## config.mk

```make
export PLATFORM = sky130hd
export DESIGN_NAME = tcw_front
export DESIGN_NICKNAME = d
export VERILOG_FILES = /design/src/sv/tcw_pkg.sv /design/src/sv/tcw_front.sv
export SDC_FILE = /design/constraint.sdc
export NUM_CORES = 1
export LEC_CHECK = 0
export BUFFER_PORTS_ARGS = -buffer_cell sky130_fd_sc_hd__buf_2
export CAP_MARGIN = 0
export CORE_AREA = 5 5 42 44
export DETAILED_ROUTE_END_ITERATION = 16
export DIE_AREA = 0 0 47 49
export MAX_ROUTING_LAYER = met4
export PLACE_DENSITY_LB_ADDON = 0.2
export SETUP_SLACK_MARGIN = 0.1
export SLEW_MARGIN = 10
export SYNTH_ARGS = -nofsm -noshare
export SYNTH_HDL_FRONTEND = slang
export SYNTH_SLANG_ARGS = --single-unit
```

## constraint.sdc

```tcl
create_clock -name vclk -period 0.8
set_input_delay 0.08 -clock vclk [all_inputs]
set_output_delay 0.08 -clock vclk [all_outputs]
set_load 0.01 [all_outputs]
```

## src/sv/tcw_pkg.sv

```systemverilog
// shared types and constants for the text console character writer
// no dependencies

package tcw_pkg;

	localparam int DEF_COLUMNS  = 80;
	localparam int DEF_ROWS     = 25;
	localparam int DEF_TAB_STOP = 8;

	localparam logic [7:0] BLANK_CHAR   = 8'h20;
	localparam logic [7:0] TAB_CHAR     = 8'h09;
	localparam logic [7:0] NEWLINE_CHAR = 8'h0A;
	localparam logic [7:0] RESET_COLOR  = 8'h07;

	localparam int QUEUE_DEPTH = 2;
	localparam int QPTR_W      = $clog2(QUEUE_DEPTH);
	localparam int QCNT_W      = $clog2(QUEUE_DEPTH + 1);

	// port-level action codes
	typedef enum logic [1:0] {
		ACT_PUT   = 2'd0,
		ACT_CLEAR = 2'd1,
		ACT_READ  = 2'd2,
		ACT_NONE  = 2'd3
	} action_t;

	// classified command, decided by the front end
	typedef enum logic [2:0] {
		OP_PRINT   = 3'd0,
		OP_TAB     = 3'd1,
		OP_NEWLINE = 3'd2,
		OP_CLEAR   = 3'd3,
		OP_READ    = 3'd4,
		OP_NONE    = 3'd5
	} op_t;

	typedef struct packed {
		op_t        op;
		logic [7:0] ch;
		logic [4:0] row;
		logic [6:0] col;
		logic       in_range;
	} cmd_t;

	typedef struct packed {
		logic valid;
		cmd_t cmd;
	} head_t;

endpackage

```

## src/sv/tcw_front.sv

```systemverilog
// front end: takes input beats and classifies them into commands
// depends on tcw_pkg

module tcw_front #(
	parameter int COLUMNS = tcw_pkg::DEF_COLUMNS,
	parameter int ROWS    = tcw_pkg::DEF_ROWS
) (
	input  logic          start,
	input  logic [1:0]    action,
	input  logic [7:0]    char_code,
	input  logic [4:0]    read_row,
	input  logic [6:0]    read_col,
	input  logic          q_full,
	input  logic          init_busy,
	output logic          busy,
	output logic          push,
	output tcw_pkg::cmd_t cmd
);
	import tcw_pkg::*;

	assign busy = q_full | init_busy;
	assign push = start & ~busy;

	always_comb begin
		cmd.ch       = char_code;
		cmd.row      = read_row;
		cmd.col      = read_col;
		cmd.in_range = (int'(read_row) < ROWS) && (int'(read_col) < COLUMNS);
		case (action_t'(action))
			ACT_PUT: begin
				if (char_code == TAB_CHAR) begin
					cmd.op = OP_TAB;
				end else if (char_code == NEWLINE_CHAR) begin
					cmd.op = OP_NEWLINE;
				end else begin
					cmd.op = OP_PRINT;
				end
			end
			ACT_CLEAR: cmd.op = OP_CLEAR;
			ACT_READ:  cmd.op = OP_READ;
			default:   cmd.op = OP_NONE;
		endcase
	end

endmodule

```

Word level (Yosys, flattened, before mapping)
Index checks and enable logic that the tools add are counted.
- input port bits: 25
- flip-flop bits (word level): 0
- output and inout bits: 26
- word-level logic and storage cells: 14
- multiplexer cells: 3
- reductions and logical operators: 2
- equality and inequality tests: 4
- bitwise logic cells: 3
- order comparisons: 2
- operator list (cell ; count):
    8-bit by 4-bit equality test with 1-bit output, second input constant ; 2
    3-bit case mux with 3 select lines ; 1
    7-bit < comparator, second input constant ; 1
    5-bit < comparator, second input constant ; 1
    2-bit 2-to-1 mux ; 2
    2-bit by 1-bit equality test with 1-bit output, second input constant ; 1
    2-bit equality test, second input constant ; 1
    2-bit logical NOT ; 1
    1-bit bitwise AND ; 1
    1-bit logical AND ; 1
    1-bit inverter ; 1
    1-bit OR ; 1

Longest topological paths before layout
- depth in word-level cells: 4
- mapped depth: 2
- mapped depth without buffers: 2

Worst setup path before layout
No wires, ideal clock.
- path kind: input to output
- start point: in init_busy
- end point: out push
- arrival: 0.580 ns
- path slack: 0.140 ns
- required time: 0.720 ns
- buffers on the path: 0
- cell stages on the path: 2
- cell sequence: or2_2 -> nor2_1
- cells in the longest elaborated chain, start to end: 3
- ends and longest elaborated chain (element ; line ; source):
    start, declared ; tcw_front.sv:14 ; input logic init_busy,
    1-bit OR ; tcw_front.sv:21 ; assign busy = q_full | init_busy;
    1-bit inverter ; tcw_front.sv:22 ; assign push = start & ~busy;
    1-bit bitwise AND ; tcw_front.sv:22 ;
    end, declared ; tcw_front.sv:16 ; output logic push,
No other way between the ends.

==> flow_summary.yaml <==
power:
  p_per_area_mw_per_mm2: 540
  ir_drop_v: 0.000152
  power.total_mw: 0.215
  p_leak_nw: 0.228
sta:
  slew_headroom: 0.859
  fin_ws_ns: -0.0497
  drv_slew: 0
  period_share: 1.06
  hold_viol: 0
  max_freq_mhz: 1180
  min_period_ns: 0.850
  rsz0062_at_grt: "true"
  setup_viol: 2
  tightest_slew_ns: 0.210
  timing.setup.tns_ns: -0.0969
job:
  drv_cap: 0
route:
  wl_per_cell_um: 9.96
  dr_total_vias: 267
  drc_errors: 0
  viasPerCell: 3.71
  dr.pass1.iters: 1
  drt_iter0_markers: 0
  ant_nets: 0
  wl_um: 717
global_route:
  grt_pass1_wl_um: 1000
  grt_usage: 0.0554
  grt_pass1_vias: 243
  grt_max_degree: 4
  antenna_found_initial: 0
  overflow: 0
cells_and_area:
  area_delta_synth_final_pct: 57.4
  final_nets: 83
  layout-drive-gt1-share: 0.839
  nClkBuffers: 0
  mostFrequentLayoutCell: "buf_2"
  final_cell_mix: "buf_2 (37), buf_6 (5), nor2b_1 (2), a41o_1 (2)"
  multi_input_area_sq_um: 118
  nFillCells: 159
  design_area_sq_um: 398
  diodes: 0
  seq_cells: 0
  final-seq-area_sq_um: 0
placed_design:
  place_ws_ns: -0.0831
  dp_hpwl_um: 648
  place_congestion: 0.631
  numPortBuffers: 43
  placed_cell_area_sq_um: 334
logic_synthesis:
  syn_nets: 59
  netlist_instances: 34
  ys_types: 12
  yosysSeqAreaShare: 0
  synth_area_per_cell_sq_um: 7.43
  yosys_warnings: 0
  synth_area_sq_um: 253
die:
  die_height_um: 49
  die_x_um: 47
  die-area_sq_mm: 0.00230
  io-pin-count: 51
  initial_core_util: 0.180
  core.rowCount: 14
  core_area_sq_mm: 0.00140
setup_path:
  cp_top_family: "simple AND/OR/NAND/NOR gates"
  crit_chain: "buf_6, nor4_4, a41o_1, buf_2"
  crit_required_ns: 0.72
  crit_type: "in -> out"
  cp_max_fo: 2
  end_kind: "primary output"
  slowest_stage: "nor4_4"
  cp-start-kind: "primary input"
  critPathArrivalTime_ns: 0.77
  crit_path_max_incr_delay_ns: 0.27
  worst-path-buf-inv: 2
run_status:
  violations: "negative setup slack"
  outcome: "finished with violations"
clock_network:
  post-cts-setup-buffer-count: 0
min_path:
  hp-class: "in -> out"
## cells by family (layout without fill, tap and decap cells)
group | Yosys count | after routing | share of synthesized area
buffers and inverters | 22 | 44 | 0.624
and+or+nand+nor | 8 | 8 | 0.243
AOI/OAI and AO/OA | 4 | 4 | 0.134
## synthesized netlist by cell type (all sizes together)
library cell,n,area share
buf,20,0.59
a41o,2,0.079
nor2,2,0.030
nor2b,2,0.049
and2,1,0.025
clkbuf,1,0.015
inv,1,0.015
nor3b,1,0.030
nor4,1,0.084
o21ai,1,0.020
o311ai,1,0.035
or2,1,0.025
## per-stage QoR
step | std cells | hold slack, ns | util
3_3_place_gp | 72 | 0.160 | 0.238
5_1_grt | 72 | 0.160 | 0.284
3_5_place_dp | 72 | 0.160 | 0.238
6_report | 72 | 0.160 | 0.284
4_1_cts | 72 | 0.160 | 0.268
2_1_floorplan | 34 | 0.247 | -
## area by class of cell
cell class,instances,share of cell area
repair buffers,43,0.645
multi-input cells,12,0.296
well taps,16,0.0503
inverters,1,0.00943
## metal layers
layer / global-route usage / up-vias / share of wire
met4: 0.0184 / 0 / 0.018
met2: 0.102 / 15 / 0.58
met3: 0 / 2 / 0.12
met5: - / - / 0
met1: 0.0609 / 112 / 0.29
li1: - / 138 / -
## worst paths after layout
path,startpoint,endpoint,slack [ns],depth (start not counted)
max,char_code[4],cmd[21],-0.05,4
min,read_col[0],cmd[1],0.16,0
## report_power, final
| group | switching, mW | total (mW) | leakage, nW | internal (mW) |
|---|---|---|---|---|
| clock network | 0 | 0 | 0 | 0 |
| registers | 0 | 0 | 0 | 0 |
| logic | 0.0974 | 0.215 | 0.228 | 0.117 |
| total | 0.0974 | 0.215 | 0.228 | 0.117 |
## repair_timing
action,4_1_cts,5_1_grt
setup endpoints to repair,4,4
resized for setup,8,4
endpoints found under the hold margin,0,0
pin swaps,7,6
hold buffers,0,0
(Power assumes the default switching activity.)
