<file path="src/sv/tcw_pkg.sv">
// shared types and constants for the text console character writer
// no dependencies

package tcw_pkg;

	localparam int DEF_COLUMNS  = 80;
	localparam int DEF_ROWS     = 25;
	localparam int DEF_TAB_STOP = 8;

	localparam logic [7:0] BLANK_CHAR   = 8'h20;
	localparam logic [7:0] TAB_CHAR     = 8'h09;
	localparam logic [7:0] NEWLINE_CHAR = 8'h0A;
	localparam logic [7:0] RESET_COLOR  = 8'h07;

	localparam int QUEUE_DEPTH = 2;
	localparam int QPTR_W      = $clog2(QUEUE_DEPTH);
	localparam int QCNT_W      = $clog2(QUEUE_DEPTH + 1);

	// port-level action codes
	typedef enum logic [1:0] {
		ACT_PUT   = 2'd0,
		ACT_CLEAR = 2'd1,
		ACT_READ  = 2'd2,
		ACT_NONE  = 2'd3
	} action_t;

	// classified command, decided by the front end
	typedef enum logic [2:0] {
		OP_PRINT   = 3'd0,
		OP_TAB     = 3'd1,
		OP_NEWLINE = 3'd2,
		OP_CLEAR   = 3'd3,
		OP_READ    = 3'd4,
		OP_NONE    = 3'd5
	} op_t;

	typedef struct packed {
		op_t        op;
		logic [7:0] ch;
		logic [4:0] row;
		logic [6:0] col;
		logic       in_range;
	} cmd_t;

	typedef struct packed {
		logic valid;
		cmd_t cmd;
	} head_t;

endpackage

</file>
<file path="src/sv/tcw_queue.sv">
// short command queue between front end and back end
// depends on tcw_pkg

module tcw_queue (
	input  logic           clk,
	input  logic           arst_n,
	input  logic           push,
	input  tcw_pkg::cmd_t  cmd,
	input  logic           pop,
	output tcw_pkg::head_t head,
	output logic           full
);
	import tcw_pkg::*;

	cmd_t              slot_q [QUEUE_DEPTH];
	logic [QPTR_W-1:0] wr_ptr_q;
	logic [QPTR_W-1:0] rd_ptr_q;
	logic [QCNT_W-1:0] cnt_q;

	assign full       = (cnt_q == QCNT_W'(QUEUE_DEPTH));
	assign head.valid = (cnt_q != '0);
	assign head.cmd   = slot_q[rd_ptr_q];

	always_ff @(posedge clk or negedge arst_n) begin
		if (!arst_n) begin
			wr_ptr_q <= '0;
			rd_ptr_q <= '0;
			cnt_q    <= '0;
		end else begin
			if (push) begin
				wr_ptr_q <= QPTR_W'(wr_ptr_q + 1'b1);
			end
			if (pop) begin
				rd_ptr_q <= QPTR_W'(rd_ptr_q + 1'b1);
			end
			if (push && !pop) begin
				cnt_q <= QCNT_W'(cnt_q + 1'b1);
			end else if (pop && !push) begin
				cnt_q <= QCNT_W'(cnt_q - 1'b1);
			end
		end
	end

	always_ff @(posedge clk) begin
		if (push) begin
			slot_q[wr_ptr_q] <= cmd;
		end
	end

endmodule

</file>
<file path="config.mk">
export PLATFORM = sky130hd
export DESIGN_NAME = tcw_queue
export DESIGN_NICKNAME = d
export VERILOG_FILES = /design/src/sv/tcw_pkg.sv /design/src/sv/tcw_queue.sv
export SDC_FILE = /design/constraint.sdc
export NUM_CORES = 1
export LEC_CHECK = 0
export BUFFER_PORTS_ARGS = -buffer_cell sky130_fd_sc_hd__buf_4
export CORE_AREA = 2 2 64 66
export DETAILED_ROUTE_END_ITERATION = 8
export DIE_AREA = 0 0 66 68
export PLACE_DENSITY = 0.81
export SYNTH_ARGS = -nofsm -noshare
export SYNTH_HDL_FRONTEND = slang
export SYNTH_SLANG_ARGS = --single-unit
</file>
<file path="constraint.sdc">
create_clock -name clk -period 5.2 [get_ports clk]
set_input_delay 1.04 -clock clk [delete_from_list [all_inputs] [get_ports clk]]
set_output_delay 1.04 -clock clk [all_outputs]
set_load 0.01 [all_outputs]
</file>
Yosys cells after proc, flatten, opt, wreduce, memory -nomap -nowiden
Memories as Yosys holds them, arrays and structs flattened.
Index checks and enable logic that the tools add are counted.
{ "classes": {"addsub": 4, "reduce_logical": 6, "muxes": 4, "n_eq_ne": 1} }
{ "op_table": {"columns": ["operator", "count"], "rows": [
  ["2-bit two-way mux", 2],
  ["2-bit nonzero test", 2],
  ["1-bit adder, second input constant", 2],
  ["2-bit by 1-bit adder with 2-bit output, second input constant", 1],
  ["2-bit == test, second input constant", 1],
  ["1-bit logical AND", 2],
  ["1-bit zero test", 2],
  ["1-bit two-way mux", 2],
  ["2-bit by 1-bit subtractor with 2-bit output, second input constant", 1]
]} }
{ "word_totals": {"in_bits": 28, "ff_bits": 4, "memories": 1, "output_inout_bits": 26, "wordCells": 19, "ramBits": 48} }
{ "mem_list": {"columns": ["name", "depth", "word_bits", "read_ports", "rd_clocked_by_memory_dff", "wr", "line_no", "text"], "rows": [
  ["slot_q", 2, 24, 1, 0, 1, "tcw_queue.sv:15", "cmd_t slot_q [QUEUE_DEPTH];"]
]} }

Longest topological paths before layout
Gate-level depths: netlist of run 1.
{ "depth": {"ltp_word": 4, "depth_mapped": 5, "ltp_nobuf": 5} }

Worst setup path before layout of run 1
OpenSTA, ideal clock, no wires.
{ "synth_path": {"path_type": "input-to-reg", "start": "in push", "end": "mem slot_q[0][0] in the netlist's numbering (enable)", "path_stages": 1, "arrival_time_ns": 2.146, "path_slack_ns": 2.646, "t_required_ns": 4.792, "path_cell_list": "nor2b_1"} }
{ "synth_via": {"elab_chain_len": 2} }
{ "synth_lines": {"columns": ["item", "line_no", "text"], "rows": [
  ["start: declaration", "tcw_queue.sv:7", "input logic push,"],
  ["1-bit two-way mux", "tcw_queue.sv:45", "if (push) begin"],
  ["1-bit two-way mux (not written as such)", "tcw_queue.sv:46", "slot_q[wr_ptr_q] <= cmd;"],
  ["end: declaration", "tcw_queue.sv:15", null]
]} }
No other way between the ends.

==> results_dict.tcl, run 1 <==
set metrics [dict create \
    drtIter0Drc 55 \
    report.final.slew_viol_count 0 \
    drive_gt1_share_pct 58.7 \
    antenna_found_initial 0 \
    num_rows 23 \
    avgViaCountPerCell 4.79 \
    synth_area_um2 2020 \
    cap_violations 0 \
    ctsHoldBuffers 0 \
    diodes 0 \
    gp_congestion 0.602 \
    synth_seq_cells 52 \
    syn_inst 91 \
    route.detailed.drc 0 \
    hpwl_mm 2.13 \
    combPwrFrac_pct 33.5 \
    p_clk_share_pct 20.1 \
    grt_overflow_total 0 \
    fin_setup_tns_ns 0 \
    synth-warning-count 0 \
    post-cts-setup-buffers 0 \
    seqCellArea_um2 1540 \
    clockBufferDepth 2 \
    instances_no_fill 200 \
    setup_ws_ns 2.24 \
    max_freq_mhz 338 \
    placed_cells 192 \
    portBuffers 53 \
    cts_root_buf "clkbuf_8" \
    ioPinCount 54 \
    cp_max_fo 15 \
    relSlewSlack_pct 20.6 \
    syn_to_final_growth_pct 26.2 \
    cts_tree "yes" \
    worstMarginPinSlew_ns 1.19 \
    intPower_uw 961 \
    wl_mm 3.08 \
    start_util_pct 52.5 \
    hp-class "reg -> reg" \
    min_period_ns 2.96 \
    ir_worst_vdd_mv 0.267 \
    die_area_um2 4490 \
    place_worst_setup_slack_ns 2.54 \
    pwr-share-seq_pct 46.4 \
    critical_path_class "reg -> out" \
    path_clk_slew_ns 0.08 \
    htree_levels 2 \
    fp.dieH_um 68 \
    synth.distinct_cells 14 \
    nets 178 \
    fin_crit_sh_pct 56.8 \
    cts_sinks 52 \
    finClkSkew_ns 0.00476 \
    postRouteAntennaNets 0 \
    critPathArrivalTime_ns 1.92 \
    core-area_um2 3860 \
    worst-endpoint-required_ns 4.16 \
    worstSetupStartpointType "flop" \
    syn_area_per_cell_um2 22.2 \
    fillers 282 \
    gr-usage-all-layers_pct 15.6 \
    setup_viol 0 \
    grt_pass1_wl_mm 4.85 \
    dr_total_vias 957 \
    p_per_area_nw_per_um2 516 \
    sw_frac_of_total_pct 27.1 \
    grt_max_degree 25 \
    p_leak_nw 1.03 \
    rsz0062_at_grt "no" \
    yosysSeqAreaShare_pct 76.2 \
    end_kind "output pin" \
    synth_nets 120 \
    clk_latency_ns 0.30 \
    cts_resized 0 \
    p_sw_uw 357 \
    outcome "finished, final reports clean" \
    multi_input_area_um2 429 \
    wire_per_inst_um 15.4 \
    die_x_um 66 \
    hold_viol 0 \
    grt_pass1_vias 1008 \
    cts_made_buffers 5 \
    drtPass1Iterations 4 \
]
[worst paths after layout]
| path | startpoint | endpoint | slack (ns) | cells after the start |
|---|---|---|---|---|
| max reg2reg | wr_ptr_q$_DFFE_PN0P_ | slot_q[0][15]$_DFFE_PP_ | 3.46 | 1 |
| max | rd_ptr_q$_DFFE_PN0P_ | head[8] | 2.24 | 3 |
| min in group asynchronous | arst_n | cnt_q[1]$_DFFE_PN0P_ | 0.52 | 1 |
| min | cnt_q[1]$_DFFE_PN0P_ | cnt_q[1]$_DFFE_PN0P_ | 0.50 | 1 |
| max in group asynchronous | arst_n | wr_ptr_q$_DFFE_PN0P_ | 4.58 | 1 |
| min reg2reg | cnt_q[1]$_DFFE_PN0P_ | cnt_q[1]$_DFFE_PN0P_ | 0.50 | 1 |
[power groups by stage]
stage	logic (mW)	registers, mW	clock network, mW
2_1_floorplan	0.324	0.591	0
3_3_place_gp	0.441	0.613	0
3_5_place_dp	0.447	0.622	0
4_1_cts	0.449	0.614	0.274
5_1_grt	0.477	0.622	0.290
6_report	0.441	0.612	0.265
[through the flow]
stage | hold slack [ns] | power [mW] | cell area, um2 | util [%]
after floorplan | 0.447 | 0.915 | 2020 | -
after global placement | 0.461 | 1.05 | 2440 | 63.3
after detailed placement | 0.482 | 1.07 | 2440 | 63.3
after CTS | 0.508 | 1.34 | 2550 | 66.2
after global routing | 0.503 | 1.39 | 2550 | 66.2
final | 0.502 | 1.32 | 2550 | 66.2
[final cells by class]
class | instances | area share, %
clock inverters | 3 | 1.67
inverters | 1 | 0.147
flip-flops and latches | 52 | 60.4
multi-input cells | 35 | 16.8
well taps | 50 | 2.45
repair buffers | 54 | 15.9
clock buffers | 5 | 2.69
[worst max-delay path, stage by stage, from the launching register on]
cell and delay (ns):
dfrtp_1 0.71, buf_4 0.39, mux2_2 0.37, buf_4 0.14
[logic make-up after synthesis]
kind of cell / synth area share (%)
flip-flops: 76.2
AND/OR/NAND/NOR: 1.42
adder cells (fa/ha/maj): 0.618
buffers and inverters: 2.72
multiplexers: 16.9
XOR/XNOR: 2.16
[metal layers]
layer | vias to the layer above | wire (um) | GRT usage, %
met5 | - | 0 | 0
li1 | 460 | - | -
met3 | 6 | 257 | 5.76
met2 | 45 | 1550 | 25.4
met4 | 0 | 53 | 6.89
met1 | 446 | 1220 | 18.8
[sequential cells by signal, indices dropped and copies added, names as in the netlist]
register,cells
cnt_q,2
rd_ptr_q,1
slot_q,48
wr_ptr_q,1
[cells in the mapped netlist]
cell type  count  area (um2)
mux2_2         5        56.3
buf_6          1        11.3
dfrtp_1        4         100
buf_12         2        40.0
xnor2_1        1        8.76
or2_2          1        6.26
xor2_1         4        35.0
ha_1           1        12.5
inv_1          1        3.75
nor2_1         1        3.75
mux2_4        19         285
nor2b_1        2        12.5
edfxtp_1      48        1440
and2_1         1        6.26
[cell usage in the layout (no fill, tap or decap)]
| cell type | netlist | final |
|---|---|---|
| and2_1 | 1 | 1 |
| buf_4 | 0 | 54 |
| bufinv_16 | 0 | 1 |
| clkbuf_8 | 0 | 5 |
| clkinv_2 | 0 | 1 |
| clkinvlp_4 | 0 | 1 |
| dfrtp_1 | 4 | 4 |
| edfxtp_1 | 48 | 48 |
| ha_1 | 1 | 1 |
| inv_1 | 1 | 1 |
| mux2_2 | 5 | 5 |
| mux2_4 | 19 | 19 |
| nor2_1 | 1 | 1 |
| nor2b_1 | 2 | 1 |
| nor2b_2 | 0 | 1 |
| or2_2 | 1 | 1 |
| xnor2_1 | 1 | 1 |
| xor2_1 | 4 | 4 |
Note: power is estimated with default switching activity, not from simulation.
==> inputs of run 2 (changes only) <==
--- a/config.mk
+++ b/config.mk
@@ -6,10 +6,10 @@
 export NUM_CORES = 1
 export LEC_CHECK = 0
 export BUFFER_PORTS_ARGS = -buffer_cell sky130_fd_sc_hd__buf_4
-export CORE_AREA = 2 2 64 66
+export CORE_AREA = 2 2 70 72
 export DETAILED_ROUTE_END_ITERATION = 8
-export DIE_AREA = 0 0 66 68
-export PLACE_DENSITY = 0.81
+export DIE_AREA = 0 0 72 74
+export PLACE_DENSITY = 0.72
 export SYNTH_ARGS = -nofsm -noshare
 export SYNTH_HDL_FRONTEND = slang
 export SYNTH_SLANG_ARGS = --single-unit
==> constraint.sdc (replaced) <==
create_clock -name clk -period 2.6 [get_ports clk]
set_input_delay 0.52 -clock clk [delete_from_list [all_inputs] [get_ports clk]]
set_output_delay 0.52 -clock clk [all_outputs]
set_load 0.01 [all_outputs]
==> results_dict.tcl, run 2 (synthesis results as in run 1) <==
set metrics [dict create \
    holdCritStartpoint "cmd[12]" \
    min_period_ns 1.98 \
    diodes 0 \
    critPathArrivalTime_ns 1.46 \
    holdWs_ns 0.398 \
    ctsHoldBuffers 1 \
    gp_congestion 0.647 \
    report.final.slew_viol_count 0 \
    max_freq_mhz 504 \
    largest_reg_flops 48 \
    crit_start "rd_ptr_q$_DFFE_PN0P_" \
    worstReg2RegStart "wr_ptr_q$_DFFE_PN0P_" \
    p_per_area_nw_per_um2 1030 \
    wire_per_inst_um 15.1 \
    p_leak_nw 1.05 \
    gr-usage-all-layers_pct 12.2 \
    postRouteAntennaNets 0 \
    antenna_found_initial 0 \
    grt_overflow_total 0 \
    reg2reg_slack_ns 1.11 \
    num_rows 25 \
    rsz0062_at_grt "no" \
    max_stage_delay_ns 0.39 \
    hpwl_mm 2.32 \
    finClkSkew_ns 0.00655 \
    wl_mm 3.15 \
    post-cts-setup-buffers 0 \
    fin_setup_tns_ns 0 \
    start_util_pct 44.0 \
    drive_gt1_share_pct 59.1 \
    end_kind "output pin" \
    worstMarginPinSlew_ns 0.492 \
    outcome "finished, final reports clean" \
    holdPathStages 1 \
    htree_levels 2 \
    setup_ws_ns 0.616 \
    cts_sinks 52 \
    final_cell_mix "buf_4 (57), edfxtp_1 (48), mux2_4 (19)" \
    top_register "slot_q" \
    dr_total_vias 976 \
    cts_tree "yes" \
    hp-class "in -> reg" \
    die_x_um 72 \
    crit_top_cell "buf_4" \
    cts_made_buffers 5 \
    clk_latency_ns 0.30 \
    hold_viol 0 \
    fin_crit_sh_pct 76.3 \
    syn_to_final_growth_pct 28.3 \
    relSlewSlack_pct 67.1 \
    worstSetupStartpointType "flop" \
    final_common_cell "buf_4" \
    ioPinCount 54 \
    drtPass1Iterations 2 \
    route.detailed.drc 0 \
    place_worst_setup_slack_ns 0.861 \
    worstRegToRegCells 2 \
    worst-endpoint-required_ns 2.08 \
    cts_root_buf "clkbuf_8" \
    grt_pass1_wl_mm 4.75 \
    path_cells "buf_4 > mux2_2 > buf_4" \
    whs_endpoint "slot_q[0][12]$_DFFE_PP_" \
    die_area_um2 5330 \
    cts_resized 0 \
    finalPower_mw 2.67 \
    portBuffers 53 \
    grt_max_degree 18 \
    critical_path_class "reg -> out" \
    path_clk_slew_ns 0.09 \
    drtIter0Drc 24 \
    rr_endpoint "slot_q[0][16]$_DFFE_PP_" \
    ir_worst_vdd_mv 0.536 \
    slowest_stage "mux2_2" \
    reg.largest.list "slot_q x48, cnt_q x2" \
    cap_violations 0 \
    grt_pass1_vias 1037 \
    fp.dieH_um 74 \
    nets 182 \
    avgViaCountPerCell 4.69 \
    setup_viol 0 \
    clockBufferDepth 2 \
    cp_max_fo 17 \
    core-area_um2 4600 \
]
## run 2: cell count changes in the layout (fill, tap and decap cells not counted), sizes merged
cell,before,now
buf,54,57
clkinv,1,0
dlygate4sd3,0,1
inv,1,2
## run 2: worst max path at each step
stage | cells after the start | endpoint | slack (ns)
after floorplan | 1 | slot_q[0][0]$_DFFE_PP_ | 0.57
after global routing | 3 | head[4] | 0.53
after global placement | 3 | slot_q[0][5]$_DFFE_PP_ | 0.92
after detailed placement | 3 | slot_q[0][15]$_DFFE_PP_ | 0.86
after CTS | 3 | head[4] | 0.58
final | 3 | head[4] | 0.62
## run 2: cell type report
class,instances,area (um2)
clock buffers,5,68.8
well taps,54,67.6
clock inverters,3,46.3
flip-flops and latches,52,1540
repair buffers,58,438
fillers,358,2000
inverters,1,3.75
multi-input cells,35,429
## run 2: metrics by stage
| step | instances | utilization, % | cell area (um2) |
|---|---|---|---|
| finish | 208 | 56.4 | 2590 |
| global route | 208 | 56.4 | 2590 |
| CTS | 208 | 56.4 | 2590 |
| detailed placement | 199 | 53.7 | 2470 |
| global placement | 199 | 53.7 | 2470 |
| floorplan | 91 | - | 2020 |
## run 2: critical path, delay by kind of cell, from the launching register on
family                 cells  cell delay (ns)
muxes                      1             0.39
buffers and inverters      2             0.43
DFF                        1             0.35
## run 2: metal layers
metal  vias up  track usage, %  part of all wire, %
met2        42            20.1                   47
li1        470               -                    -
met4         0            6.29                  1.0
met1       459            13.9                   42
met5         -               0                    0
met3         5            5.01                  9.3
## run 2: where the power goes
group	switching, mW	internal, mW
registers	0.0611	1.12
clock network	0.257	0.290
logic	0.407	0.538
total	0.725	1.94
==> inputs of run 3 (changes only) <==
==> constraint.sdc (replaced) <==
create_clock -name clk -period 1.8 [get_ports clk]
set_input_delay 0.36 -clock clk [delete_from_list [all_inputs] [get_ports clk]]
set_output_delay 0.36 -clock clk [all_outputs]
set_load 0.01 [all_outputs]
==> results_dict.tcl, run 3 (synthesis results as in run 1) <==
set metrics [dict create \
    nets 184 \
    fillers 366 \
    p_per_area_nw_per_um2 1440 \
    grt_overflow_total 0 \
    cts_made_buffers 5 \
    gp_congestion 0.681 \
    critPathArrivalTime_ns 1.38 \
    worstSetupStartpointType "flop" \
    critical_path_class "reg -> out" \
    min_period_ns 1.74 \
    top_layer "met4" \
    largest_reg_flops 48 \
    max_stage_delay_ns 0.40 \
    grt_max_degree 18 \
    worst-endpoint-required_ns 1.44 \
    grt_pass1_vias 1071 \
    hpwl_mm 2.24 \
    cp_max_fo 17 \
    wire_per_inst_um 14.6 \
    report.final.slew_viol_count 0 \
    finalPower_mw 3.72 \
    clockBufferDepth 2 \
    hp-class "in -> reg" \
    num_rows 25 \
    wl_mm 3.07 \
    path_clk_slew_ns 0.08 \
    relSlewSlack_pct 88.0 \
    die_x_um 72 \
    end_kind "output pin" \
    fin_crit_sh_pct 96.6 \
    top_register "slot_q" \
    crit_family "flip-flops" \
    routed-wl-met3_um 255 \
    gr-usage-all-layers_pct 12.3 \
    finClkSkew_ns 0.00235 \
    max_freq_mhz 575 \
    start_util_pct 44.0 \
    setup_viol 0 \
    path_cells "buf_12 > mux2_2 > buf_4" \
    diodes 0 \
    avgViaCountPerCell 4.71 \
    cts_tree "yes" \
    wl_met2_mm 1.55 \
    fp.dieH_um 74 \
    portBuffers 53 \
    htree_levels 2 \
    final_common_cell "buf_4" \
    final_cell_mix "buf_4 (58), edfxtp_1 (48), mux2_4 (19)" \
    syn_to_final_growth_pct 28.0 \
    drtPass1Iterations 4 \
    antenna_found_initial 0 \
    core-area_um2 4600 \
    ioPinCount 54 \
    route.detailed.drc 0 \
    cp.buffers_inverters 2 \
    p_leak_nw 1.06 \
    grt_pass1_wl_mm 4.78 \
    drive_gt1_share_pct 59.0 \
    reg.largest.list "slot_q x48, cnt_q x2" \
    cts_root_buf "clkbuf_8" \
    drtIter0Drc 67 \
    outcome "finished, final reports clean" \
    routedLengthMet1_mm 1.24 \
    slowest_stage "dfrtp_1" \
    die_area_um2 5330 \
    dr_total_vias 989 \
    clk_latency_ns 0.29 \
    fin_setup_tns_ns 0 \
    cts_sinks 52 \
    rsz0062_at_grt "no" \
    cts_resized 0 \
    ir_worst_vdd_mv 0.661 \
    cap_violations 0 \
    hold_viol 0 \
    postRouteAntennaNets 0 \
    worstMarginPinSlew_ns 0.180 \
]
## run 3: cell types whose count changed in the layout (fill, tap and decap cells not counted), sizes merged
cell      change
bufinv        -1
buf           +2
inv           -1
clkinvlp      -1
clkinv        +3
## run 3: where the power goes
group          switching [mW]  leakage [nW]  internal, mW
registers              0.0963         0.497          1.61
logic                   0.592         0.515         0.821
clock network           0.336        0.0453         0.264
## run 3: worst reg2reg max path, delay by kind of cell, from the launching register on
kind | cells | cell delay (ns)
simple gates | 1 | 0.14
flops | 1 | 0.41
buf+inv | 1 | 0.22
## run 3: metal layers
metal,global-route usage [%],vias to the layer above
met5,0,-
met4,3.14,0
met3,5.15,3
met2,21.2,40
met1,14.4,476
li1,-,470
## run 3: layout make-up
type                            count  area [um2]  share of cell area, %
Sequential cell                    52        1540                   59.5
Inverter                            1        3.75                  0.145
Timing Repair Buffer               60         465                   18.0
Tap cell                           54        67.6                   2.61
Clock inverter                      3        13.8                  0.531
Multi-Input combinational cell     35         429                   16.6
Clock buffer                        5        68.8                   2.66
## run 3: worst paths after layout
check,from,to,slack [ns],cells after the start
setup / recovery,rd_ptr_q$_DFFE_PN0P_,head[3],0.06,3
hold / removal,pop,rd_ptr_q$_DFFE_PN0P_,0.25,2
setup reg to reg,wr_ptr_q$_DFFE_PN0P_,slot_q[0][17]$_DFFE_PP_,0.73,2
hold reg to reg,wr_ptr_q$_DFFE_PN0P_,wr_ptr_q$_DFFE_PN0P_,0.51,1
max in group asynchronous,arst_n,rd_ptr_q$_DFFE_PN0P_,1.32,2
min in group asynchronous,arst_n,cnt_q[1]$_DFFE_PN0P_,0.39,2
## run 3: what timing repair did
item / CTS / global route
setup buffers: 0 / 0
hold endpoints to repair: 4 / 0
endpoints found under the setup margin: 0 / 0
hold buffers: 1 / 0
## run 3: through the flow
stage	hold WS (ns)	utilization, %	std cells	area [um2]	worst slack (ns)
detailed placement	0.159	54.3	201	2500	0.373
finish	0.245	56.3	210	2590	0.0617
global route	0.231	56.3	210	2590	0.00177
global placement	0.158	54.3	201	2500	0.390
floorplan	0.0644	-	91	2030	0.347
CTS	0.234	56.3	210	2590	0.0426
